### src/rtl/core/wbss_pkg.sv
package wbss_pkg;

    // signature storage is fixed at two 64-bit registers
    localparam int SIG_BYTES       = 16;
    localparam int MAX_PATTERN_DEF = 16;
    localparam int CFG_INDEX_W     = 3;
    localparam int CFG_DATA_W      = 64;
    localparam int ADDR_W          = 32;
    localparam int LEN_W           = 5;

    typedef enum logic [CFG_INDEX_W-1:0] {
        CFG_PAT_LO = 3'd0,
        CFG_PAT_HI = 3'd1,
        CFG_WILD   = 3'd2,
        CFG_LEN    = 3'd3,
        CFG_BASE   = 3'd4
    } t_cfg_reg;

    // control broadcast to every window cell
    typedef struct packed {
        logic shift;
        logic clear;
    } t_cell_ctl;

endpackage

### src/rtl/core/wbss_cell.sv
module wbss_cell
    import wbss_pkg::*;
(
    input  logic       i_clk,
    input  logic       i_rst_n,
    input  t_cell_ctl  i_ctl,
    input  logic [7:0] i_byte,
    input  logic       i_valid,
    input  logic [7:0] i_sig,
    input  logic       i_wild,
    input  logic       i_used,
    output logic [7:0] o_byte,
    output logic       o_valid,
    output logic       o_ok
);

    logic [7:0] r_byte;
    logic       r_valid;

    // judge the byte this cell will hold after the shift
    assign o_ok    = !i_used || (i_valid && (i_wild || (i_byte == i_sig)));
    assign o_byte  = r_byte;
    assign o_valid = r_valid;

    always_ff @(posedge i_clk) begin
        if (!i_rst_n) begin
            r_valid <= 1'b0;
        end else if (i_ctl.clear) begin
            r_valid <= 1'b0;
        end else if (i_ctl.shift) begin
            r_valid <= i_valid;
        end
    end

    always_ff @(posedge i_clk) begin
        if (i_ctl.shift) begin
            r_byte <= i_byte;
        end
    end

endmodule

### src/rtl/core/wildcard_byte_signature_scan.sv
// Scans a memory region, one byte per word on the input stream (tlast marks the
// region's last byte), for a signature of up to 16 bytes in which any byte may be
// a wildcard. The first full match gives one result word with tuser = 1 and the
// address of the match's first byte (base_address + offset, modulo 2^32); a region
// that ends unmatched gives tuser = 0 and address 0. Bytes after a match are
// dropped until tlast, and the scan state clears after each region. One byte is
// taken every cycle while the output register is empty or draining; a result word
// held by back-pressure stalls the input until it leaves. The result shows on the
// output the cycle after its byte is taken. The cycle time is set by the
// compare across the row of window cells feeding the match AND and the address add.
// Write the registers only while the scan is idle.
module wildcard_byte_signature_scan
    import wbss_pkg::*;
#(
    parameter int MAX_PATTERN = MAX_PATTERN_DEF
) (
    input  logic                   i_clk,
    input  logic                   i_rst_n,
    // configuration write port
    input  logic                   i_cfg_we,
    input  logic [CFG_INDEX_W-1:0] i_cfg_index,
    input  logic [CFG_DATA_W-1:0]  i_cfg_wdata,
    // byte stream in
    input  logic                   s_axis_tvalid,
    output logic                   s_axis_tready,
    input  logic [7:0]             s_axis_tdata,  // [7:0] mem_byte
    input  logic                   s_axis_tlast,  // region_end
    // result stream out
    output logic                   m_axis_tvalid,
    input  logic                   m_axis_tready,
    output logic [ADDR_W-1:0]      m_axis_tdata,  // [31:0] match_address
    output logic                   m_axis_tuser   // found
);

    // configuration registers
    logic [63:0]          r_pat_lo;
    logic [63:0]          r_pat_hi;
    logic [SIG_BYTES-1:0] r_wild;
    logic [LEN_W-1:0]     r_pat_len;
    logic [ADDR_W-1:0]    r_base;

    // scan state
    logic [ADDR_W-1:0]    r_offset;
    logic [ADDR_W-1:0]    n_offset;
    logic                 r_done;
    logic                 n_done;

    // output register
    logic                 r_out_valid;
    logic                 n_out_valid;
    logic                 r_out_found;
    logic [ADDR_W-1:0]    r_out_addr;

    logic                 w_accept;
    logic                 w_match;
    logic                 w_emit;
    logic [LEN_W-1:0]     w_len;
    logic [ADDR_W-1:0]    w_match_addr;
    logic [8*SIG_BYTES-1:0] w_sig;
    t_cell_ctl            w_ctl;

    logic [7:0]           w_cell_in   [MAX_PATTERN];
    logic                 w_valid_in  [MAX_PATTERN];
    logic [7:0]           w_cell_byte [MAX_PATTERN];
    logic                 w_cell_valid[MAX_PATTERN];
    logic [MAX_PATTERN-1:0] w_cell_ok;

    // config writes
    always_ff @(posedge i_clk) begin
        if (!i_rst_n) begin
            r_pat_lo  <= '0;
            r_pat_hi  <= '0;
            r_wild    <= '0;
            r_pat_len <= LEN_W'(1);
            r_base    <= '0;
        end else if (i_cfg_we) begin
            case (t_cfg_reg'(i_cfg_index))
                CFG_PAT_LO: r_pat_lo  <= i_cfg_wdata[63:0];
                CFG_PAT_HI: r_pat_hi  <= i_cfg_wdata[63:0];
                CFG_WILD:   r_wild    <= i_cfg_wdata[SIG_BYTES-1:0];
                CFG_LEN:    r_pat_len <= i_cfg_wdata[LEN_W-1:0];
                CFG_BASE:   r_base    <= i_cfg_wdata[ADDR_W-1:0];
                default: ;
            endcase
        end
    end

    // clamp length: zero acts as one, oversize acts as the window depth
    always_comb begin
        if (r_pat_len == '0) begin
            w_len = LEN_W'(1);
        end else if (r_pat_len > LEN_W'(MAX_PATTERN)) begin
            w_len = LEN_W'(MAX_PATTERN);
        end else begin
            w_len = r_pat_len;
        end
    end

    assign w_sig = {r_pat_hi, r_pat_lo};

    // take a word whenever the output register is free or draining
    assign s_axis_tready = !r_out_valid || m_axis_tready;
    assign w_accept      = s_axis_tvalid && s_axis_tready;

    // shift only while still searching; clear on the region's last byte
    assign w_ctl.shift = w_accept && !r_done;
    assign w_ctl.clear = w_accept && s_axis_tlast;

    // window row: cell 0 takes the newest byte, each cell hands its byte on
    for (genvar k = 0; k < MAX_PATTERN; k++) begin : g_cell
        logic [LEN_W-1:0] w_idx;
        logic             w_used;

        // cell k lines up with signature byte n-1-k
        assign w_used = LEN_W'(k) < w_len;
        assign w_idx  = w_len - LEN_W'(1) - LEN_W'(k);

        if (k == 0) begin : g_head
            assign w_cell_in[k]  = s_axis_tdata[7:0];
            assign w_valid_in[k] = 1'b1;
        end else begin : g_link
            assign w_cell_in[k]  = w_cell_byte[k-1];
            assign w_valid_in[k] = w_cell_valid[k-1];
        end

        wbss_cell u_cell (
            .i_clk   (i_clk),
            .i_rst_n (i_rst_n),
            .i_ctl   (w_ctl),
            .i_byte  (w_cell_in[k]),
            .i_valid (w_valid_in[k]),
            .i_sig   (w_sig[8*w_idx[3:0] +: 8]),
            .i_wild  (r_wild[w_idx[3:0]]),
            .i_used  (w_used),
            .o_byte  (w_cell_byte[k]),
            .o_valid (w_cell_valid[k]),
            .o_ok    (w_cell_ok[k])
        );
    end

    // every used cell valid and agreeing means a full match
    assign w_match      = &w_cell_ok;
    assign w_emit       = w_accept && !r_done && (w_match || s_axis_tlast);
    assign w_match_addr = r_base + r_offset - ADDR_W'(w_len) + ADDR_W'(1);

    always_comb begin
        n_offset    = r_offset;
        n_done      = r_done;
        n_out_valid = r_out_valid && !m_axis_tready;
        if (w_ctl.shift) begin
            n_offset = r_offset + ADDR_W'(1);
            if (w_match) begin
                n_done = 1'b1;
            end
        end
        if (w_ctl.clear) begin
            n_offset = '0;
            n_done   = 1'b0;
        end
        if (w_emit) begin
            n_out_valid = 1'b1;
        end
    end

    always_ff @(posedge i_clk) begin
        if (!i_rst_n) begin
            r_offset    <= '0;
            r_done      <= 1'b0;
            r_out_valid <= 1'b0;
        end else begin
            r_offset    <= n_offset;
            r_done      <= n_done;
            r_out_valid <= n_out_valid;
        end
    end

    // hold the result payload until the next emitted word
    always_ff @(posedge i_clk) begin
        if (w_emit) begin
            r_out_found <= w_match;
            r_out_addr  <= w_match ? w_match_addr : '0;
        end
    end

    assign m_axis_tvalid = r_out_valid;
    assign m_axis_tdata  = r_out_addr;
    assign m_axis_tuser  = r_out_found;

endmodule

### config.mk
export PLATFORM = sky130hd
export DESIGN_NAME = wildcard_byte_signature_scan
export DESIGN_NICKNAME = d
export VERILOG_FILES = /design/src/rtl/core/wbss_pkg.sv /design/src/rtl/core/wbss_cell.sv /design/src/rtl/core/wildcard_byte_signature_scan.sv
export SDC_FILE = /design/constraint.sdc
export NUM_CORES = 1
export LEC_CHECK = 0
export ABC_CLOCK_PERIOD_IN_PS = 12870
export BUFFER_PORTS_ARGS = -buffer_cell sky130_fd_sc_hd__clkbuf_2
export CAP_MARGIN = 0
export CORE_MARGIN = 1
export CORE_UTILIZATION = 63
export DETAILED_ROUTE_END_ITERATION = 8
export PLACE_DENSITY_LB_ADDON = 0.2
export SLEW_MARGIN = 5
export SYNTH_ARGS = -nofsm -noshare
export SYNTH_HDL_FRONTEND = slang
export SYNTH_SLANG_ARGS = --single-unit
### constraint.sdc
create_clock -name i_clk -period 12.87 [get_ports i_clk]
set_input_delay 1.287 -clock i_clk [delete_from_list [all_inputs] [get_ports i_clk]]
set_output_delay 1.287 -clock i_clk [all_outputs]
set_load 0.01 [all_outputs]
==> impl_results.md <==
- CP Class: register to register
- FF-to-FF setup slack: between 4000 and 5000 ps
- Crit. End Element: register
- Clk pwr share: 0.419
- Critical path's largest stage delay: 1100 ps
- Die width: 200 um
- Worst R2R End: m_axis_tdata[26]
- Cell variety after synth: 70
- Synth Register Bits: 383
- Rows: slightly above 70
- Slew HR: 0.136
- WL/cell: 27.0 um
- Initial DRT Pass Iterations: 6
- Hold Vio Cnt, Final: 0
- Die area: about 40,000 sq um
- RR Startpoint: r_pat_len[4]
- Initial antenna violation count: 1
- RSZ-0062 raised after global routing: false
- Post_cts resized: 0
- TritonCTS sink count: about 380
- Vias per cell: 6.67
- Crit path DAT: approximately 9000 ps
- CP required: 13,070 ps
- Syn Area/Cell: 10.3 sq um
- Outcome: finished, final reports clean
- Synth Instances: 2,401
- Delay-heaviest family, CP: compound AO/OA/AOI/OAI gates
- Synth async-reset ratio: 0
- RD Place Congestion: 1.07
- Final Net Count: 2,599
- Syn nets: 2,556
- Placed Area: 25,500 sq um
- Final instance area: 27,000 sq um
- Clk_lat worst skew: 590 ps
- Warnings from Yosys: 0
- Worst Hold End: r_done
- # port buffers: 115
- Seq/Total Area, Yosys: 0.373
- CTS tree: yes
- CTS Hold Bufs: 0
- Routed WL: 80,800 um
- Fmax: 113 MHz
- Primary FF master, synth: dfxtp_1
- Total GRT Usage: 0.409
- Leak pwr: 10.1 nW
- Drt drc: 0
- CP bufs+invs: 4
- Tcrit/Tclk final: 0.685
- Post-synth EDFFs: 153
- Max cap viols: 0
- HP Class: register to register
- CTS root buf: clkbuf_16
- Setup TNS Final: 0 ps
- Total CTS buffers: 43
- CP startpoint kind: register
- Peak supply drop: about 0.095 mV
- First-pass GRT wire length: 118,000 um
- Vias: 20,000
- Pint: 0.00222 W
- DRT iter0 DRCs: 2,636
- Switching Share: 0.266
- Maximum buffer depth of the clock tree: 3
- Worst r2r path cells: 19
- Worst Skew: 23.4 ps
- Hold_sp: r_done
- Minimum clock period: 8820 ps
- Worst slew pin tran: 1290 ps
- Sequential power share: 0.451
- Final Max Slew Viols: 0
- Vias in the first global route: about 19,000
- Area of the mapped netlist: 24,700 sq um
- Comb power frac: 0.130
- Layout cells sized above 1: 0.170
- Initial cell density of the core: 0.638
- Routed Antenna Nets: 0
- Ports: 116
- PwrDens: approximately 110 nW/um^2
- Clock transition at path regs: 60 ps
- Critical Path Slowest Stage Cell: a21oi_4
- Core ar.: 38,600 sq um
- Sw Pwr: between 0.0008 and 0.0009 W
- Final HPWL DP: 61,200 um
- Area Overhead vs Synth: 9.37%
- Final setup fails: 0
- Largest net degree at the start of global routing: 120
- Crit path max fanout: 36
- Post-CTS repair timing setup buffer count: 0
- Worst hold path depth: 2
- Die Height: between 150 and 200 um
- GRT Residual Overflow: 0
- Crit-path cells: or4_1, nand2_4, inv_4, ha_1, xnor2_2, buf_4, inv_2, ha_1, a21oi_1, buf_4, nand2_1, o22ai_1, a211oi_1, a311o_1, nor4_1, o221ai_1, o21ai_1, nand4b_4, a21oi_4
- H-tree levels: 2
[cell type report]
| cell class | instances | area [sq um] |
|---|---|---|
| fill | 2776 | 11700 |
| antenna | 1 | 2.50 |
| sequential | 383 | 9200 |
| inverter | 148 | 561 |
| tap | 518 | 648 |
| multi-input combinational | 1732 | 14400 |
| timing repair buffer | 136 | 736 |
| clock inverter | 21 | 206 |
| clock buffer | 56 | 1240 |
[worst max-delay path by stage]
stage,startpoint,end,slack (ps),cells past startpoint
2_1_floorplan,r_pat_len[4],m_axis_tdata[0],3730,26
3_3_place_gp,r_pat_len[4],m_axis_tdata[30],4650,18
3_5_place_dp,r_pat_len[4],m_axis_tdata[28],4390,19
4_1_cts,r_pat_len[4],m_axis_tdata[15],4350,19
5_1_grt,r_pat_len[4],m_axis_tdata[15],3710,19
6_report,r_pat_len[4],m_axis_tdata[26],4050,19
[registers in the layout, indices dropped and copies added, names as in the netlist]
signal / cells
m_axis_tdata: 32
r_offset: 32
r_base: 32
r_pat_len: 5
r_pat_lo: 64
r_wild: 16
g_cell.u_cell.o_byte: 120
m_axis_tuser: 1
m_axis_tvalid: 1
r_pat_hi: 64
g_cell.u_cell.o_valid: 15
r_done: 1
[cells by family (layout without fill, tap and decap cells)]
group | after synthesis | count (layout) | share of synthesized area
AO/OA/AOI/OAI | 395 | 395 | 0.113
adder cells (fa/ha/maj) | 74 | 74 | 0.0390
AND/OR/NAND/NOR | 719 | 719 | 0.126
XOR/XNOR | 188 | 188 | 0.0673
multiplexers | 356 | 356 | 0.236
flip-flops | 383 | 383 | 0.373
other | 0 | 1 | 0
buffers and inverters | 286 | 361 | 0.0461
[power groups by stage]
stage | combinational [W] | sequential [W] | clock (W)
4_1_cts | 0.000384 | 0.00136 | 0.00127
6_report | 0.000393 | 0.00136 | 0.00126
3_3_place_gp | 0.000374 | 0.00138 | 0
3_5_place_dp | 0.000381 | 0.00138 | 0
2_1_floorplan | 0.000274 | 0.00137 | 0
5_1_grt | 0.000422 | 0.00136 | 0.00132
[cells in the mapped netlist, types with 19 or more instances]
master | count | area (sq um)
ha_1 | 69 | 863
o21ai_0 | 30 | 150
a21oi_1 | 68 | 340
nor2_1 | 102 | 383
clkbuf_1 | 99 | 372
dfxtp_1 | 230 | 4600
xnor2_1 | 127 | 1110
nor3_1 | 21 | 105
buf_2 | 19 | 95.1
inv_1 | 142 | 533
xor2_1 | 59 | 517
a221oi_1 | 19 | 166
nand3_1 | 51 | 255
nand4_1 | 27 | 169
mux4_2 | 179 | 4030
mux2i_1 | 170 | 1700
a21boi_0 | 178 | 1340
edfxtp_1 | 153 | 4590
nand2_1 | 444 | 1670
[per-stage QoR]
stage                     total power (W)   util  hold slack (ps)  worst slack [ps]  instances
final                             0.00302  0.698              447              4050       2995
after global routing              0.00311  0.698              476              3710       2994
after CTS                         0.00301  0.698              449              4350       2994
after detailed placement          0.00176  0.661              436              4390       2917
after global placement            0.00176  0.661              427              4650       2917
after floorplan                   0.00164      -              417              3730       2401
[worst register-to-register path, delay by kind of cell, from the launching register on]
kind                     cells  cell delay (ps)
adder cells (fa/ha/maj)      2              720
flip-flops                   1              510
buffers and inverters        4             1340
AND/OR/NAND/NOR              5             2520
XOR/XNOR                     1              150
AO/OA/AOI/OAI                7             3150
[placed cells by master, fill, tap and decap left out, types with 9 or more instances in the layout]
| cell | n |
|---|---|
| nand4_1 | 27 |
| clkbuf_16 | 46 |
| xnor2_1 | 125 |
| or3_1 | 9 |
| a22oi_1 | 10 |
| clkbuf_2 | 114 |
| ha_1 | 69 |
| inv_1 | 142 |
| a21o_1 | 10 |
| nor2b_1 | 10 |
| and3_1 | 11 |
| nor2_1 | 101 |
| nand2_1 | 443 |
| nand3_1 | 51 |
| xor2_1 | 59 |
| buf_4 | 22 |
| a21oi_1 | 67 |
| nor3_1 | 21 |
| mux2i_1 | 170 |
| a22o_1 | 16 |
| a31oi_1 | 10 |
| nor4_1 | 15 |
| o21ai_0 | 30 |
| dfxtp_1 | 230 |
| o21bai_1 | 10 |
| mux4_2 | 179 |
| a21boi_0 | 178 |
| edfxtp_1 | 153 |
| a221oi_1 | 19 |
[routing by layer]
layer / wire length [um] / GRT usage
met1: 31900 / 0.566
met2: 35000 / 0.601
met3: 10100 / 0.108
met4: 3750 / 0.184
met5: 0 / 0
Note: power is estimated with default switching activity, not from simulation.
